## src/rtl/wrs_pkg.sv

```systemverilog
// Shared types and constants of the weighted random select block.
package wrs_pkg;

   localparam int DEF_MAX_WEIGHTS = 16;
   localparam int DEF_WEIGHT_BITS = 16;

   localparam int SLOT_W     = 4;
   localparam int WEIGHT_W   = 16;
   localparam int RND_W      = 15;
   localparam int INDEX_W    = 4;
   localparam int CSR_W      = 5;
   localparam int CSR_RESET  = 16;
   localparam int REQ_DATA_W = 40;
   localparam int RSP_DATA_W = 8;
   localparam int BIT_CNT_W  = $clog2(RND_W);

   typedef enum logic {
      CMD_LOAD = 1'b0,
      CMD_DRAW = 1'b1
   } cmd_type;

   typedef enum logic {
      ALU_ADD = 1'b0,
      ALU_SUB = 1'b1
   } alu_op_type;

   typedef enum logic [2:0] {
      ST_IDLE,
      ST_SUM,
      ST_MOD,
      ST_SCAN,
      ST_DONE
   } state_type;

endpackage

```

## src/rtl/wrs_weight_mem.sv

```systemverilog
// Weight table memory with per-entry valid bits and a registered read port.
module wrs_weight_mem #(
   parameter int DEPTH = wrs_pkg::DEF_MAX_WEIGHTS,
   parameter int WIDTH = wrs_pkg::DEF_WEIGHT_BITS,
   parameter int AW    = $clog2(DEPTH)
) (
   input  logic             clock,
   input  logic             reset,
   input  logic             wr_en,
   input  logic [AW-1:0]    wr_addr,
   input  logic [WIDTH-1:0] wr_data,
   input  logic             rd_en,
   input  logic [AW-1:0]    rd_addr,
   output logic [WIDTH-1:0] rd_data
);

   logic [WIDTH-1:0] mem_ff [DEPTH];
   logic [DEPTH-1:0] valid_ff;
   logic [WIDTH-1:0] rd_data_ff;

   always_ff @(posedge clock) begin
      if (wr_en) begin
         mem_ff[wr_addr] <= wr_data;
      end
      if (rd_en) begin
         rd_data_ff <= valid_ff[rd_addr] ? mem_ff[rd_addr] : '0;
      end
   end

   always_ff @(posedge clock) begin
      if (reset) begin
         valid_ff <= '0;
      end else if (wr_en) begin
         valid_ff[wr_addr] <= 1'b1;
      end
   end

   assign rd_data = rd_data_ff;

endmodule

```

## src/rtl/wrs_alu.sv

```systemverilog
// Shared adder and subtractor with carry/borrow out.
module wrs_alu #(
   parameter int W = 32
) (
   input  wrs_pkg::alu_op_type op,
   input  logic [W-1:0]        a,
   input  logic [W-1:0]        b,
   output logic [W-1:0]        res,
   output logic                carry
);

   logic [W:0] full;

   always_comb begin
      case (op)
         wrs_pkg::ALU_ADD: full = {1'b0, a} + {1'b0, b};
         wrs_pkg::ALU_SUB: full = {1'b0, a} - {1'b0, b};
         default:          full = '0;
      endcase
   end

   assign res   = full[W-1:0];
   assign carry = full[W];

endmodule

```

## src/rtl/weighted_random_select.sv

```systemverilog
// Top level of the weighted random select block: sequencer and datapath.
//
// The req channel takes one word per command. A load word (tuser = 0) writes
// a weight into a table slot and gives no response. A
// draw word (tuser = 1) sums the weights of the slots in use, reduces the
// random value modulo that total and returns the first slot whose cumulative
// interval holds it. One response word leaves on the rsp channel per draw;
// tuser then flags a zero total, with index 0.
// A draw with N slots in use sums the weights through the one-read-per-cycle
// table port, runs a restoring modulo over the 15 random bits on the shared
// adder, scans the cumulative intervals of up to N slots and posts the
// result. The response is valid in the next cycle, and the block takes
// its next word in that same cycle. A zero total skips the modulo and
// the scan. req_tready stays low while a draw is in progress.
// The csr port writes the number of slots in use; write it only when idle.
// Reset clears the weight table and sets the slots in use to 16.
// The response sits in an output register; a stalled receiver lets the
// block take the next word, and a later draw waits at its end until the
// register is free.
module weighted_random_select #(
   parameter int MAX_WEIGHTS = wrs_pkg::DEF_MAX_WEIGHTS,
   parameter int WEIGHT_BITS = wrs_pkg::DEF_WEIGHT_BITS
) (
   input  logic                            clock,
   input  logic                            reset,
   input  logic                            req_tvalid,
   output logic                            req_tready,
   // slot [3:0], weight_value [19:4], random_value [34:20]
   input  logic [wrs_pkg::REQ_DATA_W-1:0]  req_tdata,
   // command [0]
   input  logic                            req_tuser,
   output logic                            rsp_tvalid,
   input  logic                            rsp_tready,
   // chosen_index [3:0]
   output logic [wrs_pkg::RSP_DATA_W-1:0]  rsp_tdata,
   // zero_total_error [0]
   output logic                            rsp_tuser,
   input  logic                            csr_wen,
   input  logic [wrs_pkg::CSR_W-1:0]       csr_wdata
);

   localparam int IDX_W   = (MAX_WEIGHTS > 1) ? $clog2(MAX_WEIGHTS) : 1;
   localparam int CNT_W   = $clog2(MAX_WEIGHTS + 1);
   localparam int TOTAL_W = WEIGHT_BITS + IDX_W;
   localparam int RND_W   = wrs_pkg::RND_W;
   localparam int UNIT_W  = (TOTAL_W > RND_W) ? TOTAL_W : RND_W;

   wrs_pkg::state_type state_ff, state_in;

   logic [wrs_pkg::CSR_W-1:0]     wiu_ff;
   logic [CNT_W-1:0]              idx_ff, idx_in;
   logic                          pend_ff, pend_in;
   logic [IDX_W-1:0]              rd_slot_ff;
   logic [TOTAL_W-1:0]            total_ff, total_in;
   logic [RND_W-1:0]              rnd_ff, rnd_in;
   logic [RND_W-1:0]              rem_ff, rem_in;
   logic [wrs_pkg::BIT_CNT_W-1:0] bit_cnt_ff, bit_cnt_in;
   logic [IDX_W-1:0]              pick_ff, pick_in;
   logic                          err_ff, err_in;
   logic                          rsp_valid_ff, rsp_valid_in;
   logic [wrs_pkg::INDEX_W-1:0]   rsp_index_ff;
   logic                          rsp_err_ff;

   logic [wrs_pkg::SLOT_W-1:0]    req_slot;
   logic [wrs_pkg::WEIGHT_W-1:0]  req_weight;
   logic [RND_W-1:0]              req_rnd;
   logic                          req_fire;
   logic                          draw_fire;
   logic                          load_fire;

   logic [CNT_W-1:0]              n_act;
   logic                          issue;
   logic                          sum_done;
   logic                          found;
   logic                          post;
   logic [RND_W-1:0]              shifted;
   logic [WEIGHT_BITS-1:0]        rd_data;

   wrs_pkg::alu_op_type           alu_op;
   logic [UNIT_W-1:0]             alu_a, alu_b, alu_res;
   logic                          alu_carry;

   assign req_slot   = req_tdata[3:0];
   assign req_weight = req_tdata[19:4];
   assign req_rnd    = req_tdata[34:20];
   assign req_fire   = req_tvalid && req_tready;
   assign draw_fire  = req_fire && (req_tuser == wrs_pkg::CMD_DRAW);
   assign load_fire  = req_fire && (req_tuser == wrs_pkg::CMD_LOAD) &&
                       (int'(req_slot) < MAX_WEIGHTS);

   always_comb begin
      if (int'(wiu_ff) > MAX_WEIGHTS) begin
         n_act = CNT_W'(MAX_WEIGHTS);
      end else begin
         n_act = CNT_W'(wiu_ff);
      end
   end

   assign shifted = {rem_ff[RND_W-2:0], rnd_ff[RND_W-1]};

   wrs_weight_mem #(
      .DEPTH(MAX_WEIGHTS),
      .WIDTH(WEIGHT_BITS),
      .AW   (IDX_W)
   ) u_mem (
      .clock  (clock),
      .reset  (reset),
      .wr_en  (load_fire),
      .wr_addr(IDX_W'(req_slot)),
      .wr_data(WEIGHT_BITS'(req_weight)),
      .rd_en  (issue),
      .rd_addr(idx_ff[IDX_W-1:0]),
      .rd_data(rd_data)
   );

   wrs_alu #(
      .W(UNIT_W)
   ) u_alu (
      .op   (alu_op),
      .a    (alu_a),
      .b    (alu_b),
      .res  (alu_res),
      .carry(alu_carry)
   );

   // Sequencer outputs.
   always_comb begin
      issue      = 1'b0;
      alu_op     = wrs_pkg::ALU_ADD;
      alu_a      = UNIT_W'(total_ff);
      alu_b      = UNIT_W'(rd_data);
      req_tready = 1'b0;
      post       = 1'b0;
      case (state_ff)
         wrs_pkg::ST_IDLE: begin
            req_tready = 1'b1;
         end
         wrs_pkg::ST_SUM: begin
            issue = (idx_ff < n_act);
         end
         wrs_pkg::ST_MOD: begin
            alu_op = wrs_pkg::ALU_SUB;
            alu_a  = UNIT_W'(shifted);
            alu_b  = UNIT_W'(total_ff);
         end
         wrs_pkg::ST_SCAN: begin
            issue  = (idx_ff < n_act);
            alu_op = wrs_pkg::ALU_SUB;
            alu_a  = UNIT_W'(rem_ff);
         end
         wrs_pkg::ST_DONE: begin
            post = !rsp_valid_ff || rsp_tready;
         end
         default: begin
         end
      endcase
   end

   assign sum_done = (state_ff == wrs_pkg::ST_SUM) && !issue && !pend_ff;
   assign found    = (state_ff == wrs_pkg::ST_SCAN) && pend_ff && alu_carry;

   // Next state.
   always_comb begin
      state_in = state_ff;
      case (state_ff)
         wrs_pkg::ST_IDLE: begin
            if (draw_fire) begin
               state_in = wrs_pkg::ST_SUM;
            end
         end
         wrs_pkg::ST_SUM: begin
            if (sum_done) begin
               state_in = (total_ff == '0) ? wrs_pkg::ST_DONE : wrs_pkg::ST_MOD;
            end
         end
         wrs_pkg::ST_MOD: begin
            if (bit_cnt_ff == '0) begin
               state_in = wrs_pkg::ST_SCAN;
            end
         end
         wrs_pkg::ST_SCAN: begin
            if (found || (!issue && !pend_ff)) begin
               state_in = wrs_pkg::ST_DONE;
            end
         end
         wrs_pkg::ST_DONE: begin
            if (post) begin
               state_in = wrs_pkg::ST_IDLE;
            end
         end
         default: begin
            state_in = wrs_pkg::ST_IDLE;
         end
      endcase
   end

   // Datapath next values.
   always_comb begin
      idx_in     = idx_ff + CNT_W'(issue);
      pend_in    = issue;
      total_in   = total_ff;
      rnd_in     = rnd_ff;
      rem_in     = rem_ff;
      bit_cnt_in = bit_cnt_ff;
      pick_in    = pick_ff;
      err_in     = err_ff;
      case (state_ff)
         wrs_pkg::ST_IDLE: begin
            idx_in     = '0;
            total_in   = '0;
            rnd_in     = req_rnd;
            rem_in     = '0;
            bit_cnt_in = wrs_pkg::BIT_CNT_W'(RND_W - 1);
            pick_in    = '0;
            err_in     = 1'b0;
         end
         wrs_pkg::ST_SUM: begin
            if (pend_ff) begin
               total_in = alu_res[TOTAL_W-1:0];
            end
            if (sum_done && (total_ff == '0)) begin
               err_in = 1'b1;
            end
         end
         wrs_pkg::ST_MOD: begin
            idx_in     = '0;
            rem_in     = alu_carry ? shifted : alu_res[RND_W-1:0];
            rnd_in     = {rnd_ff[RND_W-2:0], 1'b0};
            bit_cnt_in = bit_cnt_ff - wrs_pkg::BIT_CNT_W'(1);
         end
         wrs_pkg::ST_SCAN: begin
            if (found) begin
               pick_in = rd_slot_ff;
            end else if (pend_ff) begin
               rem_in = alu_res[RND_W-1:0];
            end
         end
         default: begin
         end
      endcase
   end

   always_comb begin
      rsp_valid_in = rsp_valid_ff;
      if (post) begin
         rsp_valid_in = 1'b1;
      end else if (rsp_tready) begin
         rsp_valid_in = 1'b0;
      end
   end

   always_ff @(posedge clock) begin
      if (reset) begin
         state_ff     <= wrs_pkg::ST_IDLE;
         wiu_ff       <= wrs_pkg::CSR_W'(wrs_pkg::CSR_RESET);
         pend_ff      <= 1'b0;
         rsp_valid_ff <= 1'b0;
      end else begin
         state_ff     <= state_in;
         pend_ff      <= pend_in;
         rsp_valid_ff <= rsp_valid_in;
         if (csr_wen) begin
            wiu_ff <= csr_wdata;
         end
      end
   end

   always_ff @(posedge clock) begin
      idx_ff     <= idx_in;
      rd_slot_ff <= idx_ff[IDX_W-1:0];
      total_ff   <= total_in;
      rnd_ff     <= rnd_in;
      rem_ff     <= rem_in;
      bit_cnt_ff <= bit_cnt_in;
      pick_ff    <= pick_in;
      err_ff     <= err_in;
      if (post) begin
         rsp_index_ff <= wrs_pkg::INDEX_W'(pick_ff);
         rsp_err_ff   <= err_ff;
      end
   end

   assign rsp_tvalid = rsp_valid_ff;
   assign rsp_tdata  = wrs_pkg::RSP_DATA_W'(rsp_index_ff);
   assign rsp_tuser  = rsp_err_ff;

   a_err_index_zero: assert property (@(posedge clock) disable iff (reset)
      rsp_tvalid && rsp_tuser |-> rsp_tdata == '0)
      else $error("zero total response carries a nonzero index");

   a_scan_below_total: assert property (@(posedge clock) disable iff (reset)
      state_ff == wrs_pkg::ST_SCAN |-> UNIT_W'(rem_ff) < UNIT_W'(total_ff))
      else $error("scan remainder is not below the total");

   a_scan_not_exhausted: assert property (@(posedge clock) disable iff (reset)
      state_ff == wrs_pkg::ST_SCAN |-> issue || pend_ff)
      else $error("scan ran past the slots in use");

   a_draw_busy: assert property (@(posedge clock) disable iff (reset)
      draw_fire |=> !req_tready)
      else $error("ready while a draw is in progress");

endmodule
```

## config.mk

```make
export PLATFORM = sky130hd
export DESIGN_NAME = weighted_random_select
export DESIGN_NICKNAME = d
export VERILOG_FILES = /design/src/rtl/wrs_pkg.sv /design/src/rtl/wrs_weight_mem.sv /design/src/rtl/wrs_alu.sv /design/src/rtl/weighted_random_select.sv
export SDC_FILE = /design/constraint.sdc
export NUM_CORES = 1
export LEC_CHECK = 0
export BUFFER_PORTS_ARGS = -buffer_cell sky130_fd_sc_hd__buf_4
export CAP_MARGIN = 20
export CORE_AREA = 3 3 198 200
export CTS_CLUSTER_SIZE = 10
export DETAILED_ROUTE_END_ITERATION = 16
export DIE_AREA = 0 0 201 203
export GPL_TIMING_DRIVEN = 0
export PLACE_DENSITY = 0.56
export SYNTH_ARGS = -nofsm -noshare
export SYNTH_HDL_FRONTEND = slang
export SYNTH_HIERARCHICAL = 1
export SYNTH_SLANG_ARGS = --single-unit
```

## constraint.sdc

```tcl
create_clock -name clock -period 7.3 [get_ports clock]
set_input_delay 1.46 -clock clock [delete_from_list [all_inputs] [get_ports clock]]
set_output_delay 1.46 -clock clock [all_outputs]
set_load 0.01 [all_outputs]
```

==> results.md, run 1 <==
- Ranked by total cell area, the synthesized netlist is headed by sky130_fd_sc_hd__edfxtp_1 61%, sky130_fd_sc_hd__mux4_2 9.3%, sky130_fd_sc_hd__dfxtp_1 4.2%, sky130_fd_sc_hd__mux2_4 2.4%, sky130_fd_sc_hd__ha_1 2.1%.
- The design internal power is 4.04 mW.
- Across the run, the number of max-cap violations was 0.
- The dominant cell by count in the synthesized netlist is sky130_fd_sc_hd__edfxtp_1.
- The layout has ~3100 filler cells.
- The post-synthesis sequential element count is about 370.
- STA classifies the critical path endpoint as a register.
- After layout, the worst setup slack is roughly 1.3 ns.
- Of the total power, the share spent switching nets is between 20% and 30%.
- The number of different library cells used by synthesis comes to 74.
- The floorplan die width is roughly 200 um.
- The routed wirelength normalized by instance count is between 20 and 25 um.
- Before CTS, the worst setup slack after placement is between 1 and 1.5 ns.
- Counting tap cells, the placed design contains a total of between 1500 and 2000 instances.
- The average size of a mapped cell is 15.8 sq um.
- In this run the core area contains 71 standard-cell rows.
- The detail route stage leaves a number of antenna-violating nets equal to 0.
- The number of instances resized during post-cts repair is 0.
- The biggest area contributor in the post-synthesis netlist is sky130_fd_sc_hd__edfxtp_1.
- TritonCTS built the clock tree.
- The post-synthesis to final-layout area growth is 16.8%.
- Setup repair after global routing left no endpoint under its margin.
- Buffers placed on the I/O ports in this run total 50.
- The core region area is 0.0376 sq mm.
- For this run, the number of Yosys warnings is 6.
- In the final routing, the length of wire on met1 measures ~17000 um.
- The power per standard cell area is approximately 280 mW/mm^2.
- The switching power is approximately 1.5 mW.
- The met3 wirelength from detailed routing is around 1500 um.
- After synthesis, flip-flops and latches occupy around two thirds of the total area.
- The clock-pin transition on the worst setup and hold timing paths is approximately 0.050 ns.
- Global routing used 18.5% of the available tracks.
- Of the available clock period, the critical path in the final layout requires roughly 80%.
- The maximum number of pins on one net before global-route repair is 29.
- The via count of the first global-routing pass is around 9500.
- The count of flip-flops with a built-in enable after synthesis is between 300 and 400.
- The commonest cells after synthesis are 336 x sky130_fd_sc_hd__edfxtp_1, 84 x sky130_fd_sc_hd__nor2_1, 68 x sky130_fd_sc_hd__mux4_2.
- The peak fanout along the critical path is 15.
- The amount of wire on met2 after detailed routing is about 18000 um.
- The sequential share of power is between 40% and 50%.
- The total count of hold-check failures in the final report is 0.
- For the worst-skew pair, the clock arrives at the later sink with an insertion delay of 0.58 ns.
- Among all flip-flop cells after synthesis, the most frequent one is sky130_fd_sc_hd__edfxtp_1.
- The number of buffers added for setup after CTS is 0.
- The DRC violation count after routing is 0.
- After synthesis, the share of flip-flops with an asynchronous set or reset is 0%.
- The first global-routing pass estimated 57500 um of wire.
- The final period demand of the worst path is around 6 ns.
- The tightest min-delay check is of the register to register type.
- The worst voltage drop across the vdd grid is ~0.20 mV.
- The setup path with the least slack is of type register to register.
- For this block, the initial DRC count from the detailed router was between 600 and 700.
- The count of pins over their slew limit is 0.
- The share of total power dissipated in the clock network is 37.8%.
- The total leakage power is 6.64 nW.
- 62 I/O pins were placed.
- The number of antenna repair diodes is 0.
- The top cell type by area accounts for between 60% and 70% of the synthesized area.
- The number of nets in the finished design is around 1200.
- Routability-driven placement finished with a final weighted congestion of approximately 0.85.
- The design draws between 5 and 6 mW.
- The fraction of layout instances using a drive strength above 1 is between 20% and 30%.
- Before antenna repair, the detailed router went through 5 iterations.
- The highest attainable clock frequency is between 150 and 200 MHz.
- The run finished with clean final reports.
- The worst clock skew is ~0.036 ns.
- The library cell used as clock root buffer is sky130_fd_sc_hd__clkbuf_16.
- The die is between 200 and 250 um tall.
- The post-synth design cell area is ~0.016 sq mm.
- For this configuration, the core starts out at a cell density of 43.9%.
- The floorplan step defined a die boundary enclosing 0.0408 sq mm.
- The number of buffers created by CTS is 45.
- The overflow left after global routing is 0.
- The final instance count without filler cells is roughly 1700.
- The sink count of the clock tree is ~370.
- The initial antenna violation count is 0.
- The vias per cell is about 5.4.
- The total wire length is around 37000 um.
- The core utilization of the finished layout is roughly half.
- For the pin with the worst max-slew slack, the measured transition is 0.879 ns.
- The routed layout has approximately 9200 vias.
- The placed wire-length estimate is around 26000 um.
- The worst hold path stage count is 0.
- The required time of the critical path is ~7.5 ns.
- Of the total power, combinational logic draws ~17%.
- Signal routing reaches up to met4.
- The clock passes through at most 3 buffers.
- The number of hold buffers added after CTS was 0.
- The post-synthesis cell count is around 1000.
- Headroom to the max-slew limit came out at about two fifths.
- The count of H-tree levels built during CTS is 2.
- Setup violations remaining at the end of the flow were counted as 0.
- Adding up every negative setup slack in the final design gives 0 ns.
- For the worst flop-to-flop path, the logic depth is 22.
- At the worst endpoint, the arrival time is approximately 6.2 ns.
- The category of the worst setup path launch point is a register.
[path summary, 6_finish.rpt]
path | start | endpoint | slack [ns]
setup / recovery | state_ff[2] | rem_ff[5] | 1.28
hold / removal | pick_ff[1] | rsp_index_ff[1] | 0.42
setup reg to reg | state_ff[2] | rem_ff[5] | 1.28
hold reg to reg | pick_ff[1] | rsp_index_ff[1] | 0.42
[power by group through the flow]
stage,sequential [mW],clock (mW),combinational (mW)
CTS,2.51,2.14,0.900
global route,2.52,2.22,1.00
global placement,2.55,0,0.888
floorplan,2.51,0,0.647
finish,2.51,2.08,0.906
detailed placement,2.55,0,0.890
[routing by layer]
layer,GRT usage (%),vias up
li1,-,4292
met1,26.2,4688
met2,30.0,195
met3,2.76,48
met4,5.35,0
met5,0,-
[kinds of logic after synthesis]
| family | Yosys count | synth area share [%] |
|---|---|---|
| flops | 371 | 65.4 |
| fa+ha+maj | 29 | 2.24 |
| xor+xnor | 40 | 2.12 |
| compound gates | 160 | 6.68 |
| buf+inv | 76 | 2.74 |
| mux | 118 | 13.1 |
| simple gates | 247 | 7.65 |
| other cells | 1 | 0.0227 |
[per-stage QoR]
stage	hold WS [ns]	area (sq um)
6_report	0.423	19300
5_1_grt	0.439	19300
4_1_cts	0.421	19300
3_5_place_dp	0.408	17900
3_3_place_gp	0.405	17500
2_1_floorplan	0.379	16500
[critical path, cell delays in order (launching register included)]
cell and delay, ns:
sky130_fd_sc_hd__dfxtp_1 0.31, sky130_fd_sc_hd__buf_6 0.14, sky130_fd_sc_hd__nor2_2 0.21, sky130_fd_sc_hd__and2_1 0.17
sky130_fd_sc_hd__buf_6 0.17, sky130_fd_sc_hd__buf_8 0.18, sky130_fd_sc_hd__mux2_4 0.34, sky130_fd_sc_hd__nor3_1 0.21
sky130_fd_sc_hd__and3_1 0.27, sky130_fd_sc_hd__nor4b_1 0.46, sky130_fd_sc_hd__a21o_1 0.24, sky130_fd_sc_hd__o21ai_0 0.12
sky130_fd_sc_hd__xnor2_1 0.22, sky130_fd_sc_hd__ha_1 0.28, sky130_fd_sc_hd__buf_6 0.14, sky130_fd_sc_hd__and3_2 0.20
sky130_fd_sc_hd__nand3_1 0.16, sky130_fd_sc_hd__nor3_1 0.08, sky130_fd_sc_hd__or4_4 0.44, sky130_fd_sc_hd__a31oi_4 0.19
sky130_fd_sc_hd__xor2_1 0.19, sky130_fd_sc_hd__nand2b_1 0.22, sky130_fd_sc_hd__o22ai_2 0.66
[layout by cell type (no fill, tap or decap), types with 5 or more instances in the layout]
master,Yosys,layout
sky130_fd_sc_hd__xnor2_1,30,30
sky130_fd_sc_hd__nand2_1,45,45
sky130_fd_sc_hd__and3_1,12,12
sky130_fd_sc_hd__nand2b_1,7,7
sky130_fd_sc_hd__a21o_1,8,8
sky130_fd_sc_hd__a22o_1,18,18
sky130_fd_sc_hd__buf_8,3,11
sky130_fd_sc_hd__buf_4,10,61
sky130_fd_sc_hd__nor3_1,17,13
sky130_fd_sc_hd__clkbuf_1,20,36
sky130_fd_sc_hd__nor3_2,1,5
sky130_fd_sc_hd__a22oi_1,33,33
sky130_fd_sc_hd__nor4_1,10,10
sky130_fd_sc_hd__nor2_1,84,72
sky130_fd_sc_hd__o21ai_0,13,13
sky130_fd_sc_hd__ha_1,28,28
sky130_fd_sc_hd__mux4_2,68,68
sky130_fd_sc_hd__o21ai_1,12,12
sky130_fd_sc_hd__dfxtp_1,35,35
sky130_fd_sc_hd__a21oi_1,41,41
sky130_fd_sc_hd__mux2i_1,20,20
sky130_fd_sc_hd__buf_6,10,18
sky130_fd_sc_hd__xor2_1,10,10
sky130_fd_sc_hd__nor2b_1,8,8
sky130_fd_sc_hd__mux2_4,26,26
sky130_fd_sc_hd__edfxtp_1,336,336
sky130_fd_sc_hd__buf_2,15,15
sky130_fd_sc_hd__nor2_2,1,13
sky130_fd_sc_hd__and2_1,29,29
sky130_fd_sc_hd__inv_1,16,16
sky130_fd_sc_hd__nand3_1,11,11
sky130_fd_sc_hd__clkbuf_16,0,46
[sequential cells by signal, summed over array words and instances, names as in the netlist, 3 cells and up]
signal          cells
rsp_index_ff        4
idx_ff              5
pick_ff             4
rem_ff             15
u_mem/mem_ff      256
total_ff           20
rnd_ff             15
rd_slot_ff          4
u_mem/rd_data      16
state_ff            3
u_mem/valid_ff     16
wiu_ff              5
bit_cnt_ff          4
[cell type report]
cell class              count  area [sq um]  area share [%]
flip-flops and latches    371         10800            56.0
repair buffers             71           703            3.65
clock inverters             8           138           0.714
plain buffers              59           389            2.02
inverters                  17          63.8           0.331
multi-input cells         598          5320            27.6
clock buffers              64          1230            6.37
well taps                 511           639            3.32
No activity file was read; power rests on OpenSTA's default activity.
==> run 2, diff against run 1 <==
PLACE_DENSITY = 0.58   (was 0.56)
clock period = 5 ns   (was 7.3 ns; I/O delays follow)
==> run 2 against run 1 <==
Effect of this change: critical path depth fell by 3; sequential power increased by 46%; non-clock buffer count grew 22; worst setup slack got worse by 1.2 ns; highest routed layer unchanged.
==> results.md, run 2 (synthesized netlist as in run 1, its figures left out) <==
- The tightest min-delay check is of the register to register type.
- The total of hold buffers inserted after clock tree synthesis was 0 (unchanged).
- In this run the critical register-to-register path is launched from state_ff[2].
- The first-pass GRT wire length was 57600 um (about the same).
- From synthesis to final layout, the design area changed by 19.0%.
- Setup repair after global routing could not meet its margin everywhere.
- The worst register-to-register path ends at rem_ff[9].
- The overflow left after global routing came to 0 (unchanged).
- The final design area excluding fillers came to 0.0196 sq mm (+1.9%).
- The total track usage is 18.3% (-0.21 points).
- The worst voltage drop across the vdd grid was 0.301 mV (+53%).
- The number of buffers created by CTS is 44 (-2.2%).
- The number of flip-flops in the largest register is 256 (unchanged).
- The total wire length is 37100 um (+0.31%).
- The core utilization of the finished layout is 52.3% (+0.96 points).
- The flow ran to the end, and the final reports show no timing, DRC or antenna violations.
- The count of H-tree levels built during CTS is 2 (unchanged).
- The category of the worst setup path launch point is a register.
- The number of antenna repair diodes is 0 (unchanged).
- The fraction of layout instances using a drive strength above 1 was 27.6% (+2.7 points).
- The number of nets still failing antenna checks after routing is 0 (unchanged).
- The count of pins over their slew limit is 0 (unchanged).
- The clock-pin transition on the worst setup and hold timing paths is 0.05 ns (about the same).
- The kind of critical path is register to register.
- The area of placed instances is 0.0179 sq mm (-0.22%).
- The share of the clock period used by the worst path after layout came to 98.9% (+16 points).
- The worst hold path stage count is 0 (unchanged).
- The placed wire-length estimate came to 25300 um (-0.93%).
- The core region area is 0.0376 sq mm (unchanged).
- The sink of the worst hold path is rsp_index_ff[0].
- The total count of hold-check failures in the final report is 0 (unchanged).
- The peak fanout along the critical path is 15 (unchanged).
- The worst-case clock buffer depth is 3 (unchanged).
- The total via count in the routed design was 9328 (+1.1%).
- The library cell used as clock root buffer is sky130_fd_sc_hd__clkbuf_16.
- The row count is 71 (unchanged).
- The worst path setup slack after routing is 0.0535 ns (-1.23 ns).
- The length of the first detailed-routing pass in iterations was 5 (unchanged).
- The die span in y was 203 um (unchanged).
- The number of endpoints failing setup at the final stage is 0 (unchanged).
- The count of cells along the worst register-to-register path is 19 (-14%).
- The max-capacitance violation count is 0 (unchanged).
- The library cell used most frequently in the layout, excluding fill and tap cells, is sky130_fd_sc_hd__edfxtp_1.
- In the layout the commonest cells are 336 x sky130_fd_sc_hd__edfxtp_1, 80 x sky130_fd_sc_hd__buf_4, 71 x sky130_fd_sc_hd__nor2_1.
- The maximum number of pins on one net before global-route repair is 21 (-28%).
- The actual transition at the worst max-transition pin is 0.908 ns (+0.0291 ns).
- The highest attainable clock frequency was 202 MHz (+22%).
- The floorplan die width is 201 um (unchanged).
- The initial core utilization is 43.9% (unchanged).
- The via count of the first global-routing pass came to 9811 (+2.9%).
- The worst clock skew is 0.0261 ns (-0.0101 ns).
- The count of input and output buffers is 50 (unchanged).
- The initial antenna violation count came to 0 (unchanged).
- The largest registers in the layout are u_mem/mem_ff (256), total_ff (20).
- TritonCTS built the clock tree.
- The area of the die was 0.0408 sq mm (unchanged).
- The sink count of the clock tree is 371 (unchanged).
- The total leakage power is 6.78 nW (+2.1%).
- The vias per cell came to 5.42 (about the same).
- The number of nets in the finished design is 1264 (+1.7%).
- The headroom to the max-slew limit came to 39.1% (-2.3 points).
- The endpoint kind of the worst setup timing path is a register.
- The final hold slack is 0.417 ns (-0.00615 ns).
- The largest register by flop count is u_mem/mem_ff.
- The slack of the worst reg-to-reg path is 0.05 ns (-1.23 ns).
- The top-level I/O count is 62 (unchanged).
- The routability congestion estimate from global placement is 0.852 (+0.77%).
- The number of DRC markers after the initial detailed-route iteration was 629 (-4.7%).
- The routed wirelength normalized by instance count is 21.6 um (-0.92%).
- The DRC violation count after routing came to 0 (unchanged).
- The filler cell count in the final layout is 3066 (-1.8%).
- The data arrival time of the critical path is 5.19 ns (-1.00 ns).
- The clock latency on the worst-skew pair came to 0.56 ns (-0.02 ns).
- The power per standard cell area is 411 mW/mm^2 (+44%).
- The worst-case setup slack after placement was -0.835 ns (-2.13 ns).
- The summed negative setup slack over all endpoints is 0 ns (unchanged).
- The critical hold path startpoint is pick_ff[0].
- The final period demand of the worst path is 4.95 ns (-1.07 ns).
- The required time of the critical path is 5.25 ns (-2.22 ns).
-- run 2: cell types whose count changed in the layout (fill, tap and decap cells not counted), sizes merged --
cell,delta
bufinv,+1
inv,-1
buf,+23
clkbuf,-1
clkinv,-1
-- run 2: area by class of cell --
class                           instances  area, sq um  area share [%]
Timing Repair Buffer                   98          963            4.91
Inverter                               17         63.8           0.325
Clock buffer                           64         1180            5.99
Sequential cell                       371        10800            55.0
Clock inverter                          7          163           0.828
Buffer                                 54          373            1.90
Multi-Input combinational cell        598         5460            27.8
Tap cell                              511          639            3.26
-- run 2: how the worst max path moves through the flow --
stage / cells after the start / slack [ns] / to / startpoint
final: 19 / 0.05 / rem_ff[9] / state_ff[2]
after floorplan: 23 / 0.05 / pick_ff[0] / state_ff[2]
after global placement: 24 / -0.84 / rem_ff[14] / state_ff[2]
after detailed placement: 24 / -0.84 / rem_ff[13] / state_ff[2]
after global routing: 22 / -0.14 / state_ff[1] / state_ff[2]
after CTS: 22 / -0.02 / rem_ff[14] / state_ff[2]
-- run 2: metrics by stage --
stage	total power, mW	cells
after floorplan	4.62	1045
after global placement	5.01	1606
after detailed placement	5.02	1624
after CTS	8.10	1714
after global routing	8.42	1720
final	8.07	1720
-- run 2: report_power, final --
part / leakage [nW] / internal [mW] / switching, mW
combinational: 2.71 / 0.590 / 0.831
sequential: 3.43 / 3.56 / 0.106
clock: 0.637 / 1.78 / 1.20
-- run 2: timing repair --
| item | CTS | global route |
|---|---|---|
| setup buffers | 19 | 8 |
| setup endpoints to repair | 37 | 37 |
| resized for setup | 31 | 14 |
| gates cloned | 1 | 2 |
| pin swaps | 20 | 26 |
-- run 2: critical path, stage by stage (launching register included) --
cell and delay (ns):
sky130_fd_sc_hd__dfxtp_4 0.35, sky130_fd_sc_hd__nor2_4 0.11, sky130_fd_sc_hd__and2_4 0.22, sky130_fd_sc_hd__buf_12 0.14, sky130_fd_sc_hd__mux2_4 0.31, sky130_fd_sc_hd__or3_4 0.43, sky130_fd_sc_hd__nor4b_4 0.33, sky130_fd_sc_hd__a21o_1 0.20
sky130_fd_sc_hd__o21ai_0 0.13, sky130_fd_sc_hd__xnor2_1 0.28, sky130_fd_sc_hd__ha_1 0.33, sky130_fd_sc_hd__and3_4 0.19, sky130_fd_sc_hd__nand2_1 0.08, sky130_fd_sc_hd__a21oi_1 0.05, sky130_fd_sc_hd__or4_4 0.50, sky130_fd_sc_hd__a31oi_4 0.24
sky130_fd_sc_hd__xor2_4 0.15, sky130_fd_sc_hd__nand2b_1 0.24, sky130_fd_sc_hd__o22ai_4 0.18, sky130_fd_sc_hd__buf_12 0.18
-- run 2: routing by layer --
metal	global-route usage, %	vias to the layer above	part of all wire [%]
met5	0	-	0
met4	4.87	0	2.1
met3	2.76	60	3.7
met2	31.1	167	50
met1	24.8	4758	44
li1	-	4343	-
==> run 3, diff against run 2 <==
REMOVE_ABC_BUFFERS = 1   (was default)
==> run 3 against run 2 <==
Effect of this change: sequential share of layout area is 0.74 points higher; hold slack better by 0.0080 ns; combinational power is 6% lower; fmax is 1.1% higher; critical endpoint is now state_ff[1].
==> results.md, run 3 (synthesized netlist as in run 1, its figures left out) <==
- The number of DRC markers after the initial detailed-route iteration is 706 (+12%).
- The fraction of power spent switching nets is 26.2% (-0.31 points).
- The length of the first detailed-routing pass in iterations is 5 (unchanged).
- The placed wire-length estimate is 24400 um (-3.8%).
- The core region area is 0.0376 sq mm (unchanged).
- The worst setup path is launched from a register.
- The peak fanout along the critical path was 7 (-8).
- The initial antenna violation count is 0 (unchanged).
- The data arrival time of the critical path came to 5.32 ns (+0.13 ns).
- The total of hold buffers inserted after clock tree synthesis is 0 (unchanged).
- The largest register by flop count is u_mem/mem_ff.
- The endpoint kind of the worst setup timing path is a register.
- The number of buffers created by CTS is 44 (unchanged).
- The library cell used as clock root buffer is sky130_fd_sc_hd__clkbuf_16.
- The actual transition at the worst max-transition pin is 1.11 ns (+0.202 ns).
- The worst voltage drop across the vdd grid came to 0.239 mV (-21%).
- The count of cells along the worst register-to-register path is 22 (+3).
- Leaving out fill and tap cells, the most frequent cell in the layout is sky130_fd_sc_hd__edfxtp_1.
- The top-level I/O count is 62 (unchanged).
- The sequential share of power came to 46.9% (+1.5 points).
- The final period demand of the worst path is 4.89 ns (-0.0548 ns).
- The worst hold path stage count came to 0 (unchanged).
- The DRC violation count after routing is 0 (unchanged).
- The number of antenna repair diodes came to 0 (unchanged).
- The first-pass GRT wire length is 56900 um (-1.1%).
- The routed wirelength normalized by instance count is 22.5 um (+4.3%).
- The count of pins over their slew limit is 0 (unchanged).
- Setup repair after global routing could not meet its margin everywhere.
- The routability congestion estimate from global placement is 0.801 (-6.0%).
- The fraction of layout instances using a drive strength above 1 is 28.1% (+0.43 points).
- The overflow left after global routing is 0 (unchanged).
- The maximum number of pins on one net before global-route repair is 39 (+86%).
- The row count was 71 (unchanged).
- The register area is 0.0108 sq mm (+0.13%).
- The share of the clock period used by the worst path after layout is 97.8% (-1.1 points).
- The TritonCTS clock tree is done.
- The total leakage power is 6.60 nW (-2.6%).
- The path class of the tightest hold or removal check is register to register.
- The slack of the worst reg-to-reg path is 0.11 ns (+0.05 ns).
- The run finished with clean final reports.
- The power per standard cell area is 403 mW/mm^2 (-1.9%).
- The largest registers in the layout are u_mem/mem_ff (256), total_ff (20).
- The worst clock skew was 0.0203 ns (-0.00582 ns).
- The max-capacitance violation count is 0 (unchanged).
- The number of flip-flops in the largest register is 256 (unchanged).
- The clock power share is 36.0% (-1.0 points).
- The floorplan die width is 201 um (unchanged).
- The total wire length is 37500 um (+1.0%).
- The headroom to the max-slew limit is 26.0% (-13 points).
- The required time of the critical path is 5.43 ns (+0.18 ns).
- The sink count of the clock tree is 371 (unchanged).
- The filler cell count in the final layout was 3066 (unchanged).
- In the layout the commonest cells are 336 x sky130_fd_sc_hd__edfxtp_1, 76 x sky130_fd_sc_hd__buf_4, 69 x sky130_fd_sc_hd__nor2_1.
- The setup path with the least slack is of type register to register.
- The number of nets still failing antenna checks after routing is 0 (unchanged).
- The vias per cell was 5.52 (+1.7%).
- The final design area excluding fillers is 0.0194 sq mm (-1.2%).
- The count of input and output buffers is 52 (+4.0%).
- The area of the die came to 0.0408 sq mm (unchanged).
- The number of endpoints failing setup at the final stage is 0 (unchanged).
- The switching power is 2.05 mW (-4.2%).
- The clock-pin transition on the worst setup and hold timing paths is 0.05 ns (about the same).
- The initial core utilization was 43.9% (unchanged).
- Compared with the post-synthesis result, the final layout area differs by 17.6%.
- The fraction of power consumed by combinational cells is 17.1% (-0.5 points).
- The power after layout is 7.82 mW (-3.1%).
- The total track usage is 18.3% (+0.035 points).
- The clock latency on the worst-skew pair is 0.55 ns (about the same).
- The area of placed instances came to 0.0177 sq mm (-0.72%).
- The die span in y is 203 um (unchanged).
- The total count of hold-check failures in the final report came to 0 (unchanged).
- The number of nets in the finished design is 1223 (-3.2%).
- The total via count in the routed design was 9189 (-1.5%).
- The count of H-tree levels built during CTS is 2 (unchanged).
- The design internal power is 5.77 mW (-2.6%).
- The highest attainable clock frequency is 204 MHz (+1.1%).
- The via count of the first global-routing pass is 9419 (-4.0%).
- The worst-case clock buffer depth is 3 (unchanged).
- The area of the multi-input gates is 0.00550 sq mm (+0.66%).
## run 3: cell types whose count changed in the layout (fill, tap and decap cells not counted), sizes merged
cell      change
clkinv        +1
clkbuf       -31
nor2          +1
buf          -23
clkinvlp      +1
bufinv        -2
inv           -1
## run 3: power by group through the flow
stage	clock [mW]	combinational, mW	sequential (mW)
floorplan	0	0.885	3.69
global placement	0	1.19	3.75
detailed placement	0	1.22	3.73
CTS	2.88	1.28	3.66
global route	3.02	1.48	3.68
finish	2.81	1.34	3.67
## run 3: worst max-delay path, cell delays in order, from the launching register on
cell,delay (ns)
sky130_fd_sc_hd__dfxtp_4,0.37
sky130_fd_sc_hd__nor2_4,0.12
sky130_fd_sc_hd__and2_4,0.20
sky130_fd_sc_hd__clkbuf_16,0.17
sky130_fd_sc_hd__mux2_4,0.32
sky130_fd_sc_hd__nor3_4,0.24
sky130_fd_sc_hd__and3_4,0.25
sky130_fd_sc_hd__nor4b_4,0.25
sky130_fd_sc_hd__buf_4,0.16
sky130_fd_sc_hd__a21oi_1,0.07
sky130_fd_sc_hd__xnor2_1,0.17
sky130_fd_sc_hd__ha_1,0.38
sky130_fd_sc_hd__a21o_1,0.26
sky130_fd_sc_hd__nand3_2,0.09
sky130_fd_sc_hd__a21oi_1,0.07
sky130_fd_sc_hd__or4_4,0.49
sky130_fd_sc_hd__a31oi_4,0.24
sky130_fd_sc_hd__xor2_4,0.26
sky130_fd_sc_hd__nand2_1,0.11
sky130_fd_sc_hd__a21oi_2,0.15
sky130_fd_sc_hd__o32a_1,0.17
sky130_fd_sc_hd__nor2_1,0.05
sky130_fd_sc_hd__a22o_1,0.18
## run 3: layout make-up
cell class	instances	area share [%]
clock buffer	52	5.88
clock inverter	6	0.484
inverter	17	0.342
multi-input combinational	599	28.4
sequential	371	55.7
tap	511	3.30
timing repair buffer	110	5.93
## run 3: per-layer routing
| metal | vias to the layer above | global-route usage, % | part of all wire [%] |
|---|---|---|---|
| met5 | - | 0 | 0 |
| met3 | 57 | 3.00 | 4.0 |
| met2 | 201 | 31.4 | 51 |
| met1 | 4688 | 24.1 | 43 |
| li1 | 4243 | - | - |
| met4 | 0 | 5.77 | 2.5 |
## run 3: stage by stage
| stage | setup TNS (ns) | worst slack, ns | instances | util, % | hold WS [ns] |
|---|---|---|---|---|---|
| 2_1_floorplan | -77.80 | -2.18 | 986 | - | 0.400 |
| 3_3_place_gp | -226.40 | -4.62 | 1549 | 45.6 | 0.401 |
| 3_5_place_dp | -78.58 | -2.15 | 1579 | 47.2 | 0.406 |
| 4_1_cts | 0 | 0.0274 | 1651 | 51.1 | 0.424 |
| 5_1_grt | -4.46 | -0.171 | 1666 | 51.6 | 0.431 |
| 6_report | 0 | 0.108 | 1666 | 51.6 | 0.425 |
## run 3: repair_timing
item | CTS | global route
cloned | 1 | 1
setup endpoints to repair | 47 | 37
buffers inserted | 13 | 14
resized for setup | 24 | 19
pin swaps | 9 | 21
## run 3: worst paths after layout
path | startpoint | to
setup / recovery | state_ff[2] | state_ff[1]
hold / removal | pick_ff[3] | rsp_index_ff[3]
setup reg to reg | state_ff[2] | state_ff[1]
hold reg to reg | pick_ff[3] | rsp_index_ff[3]
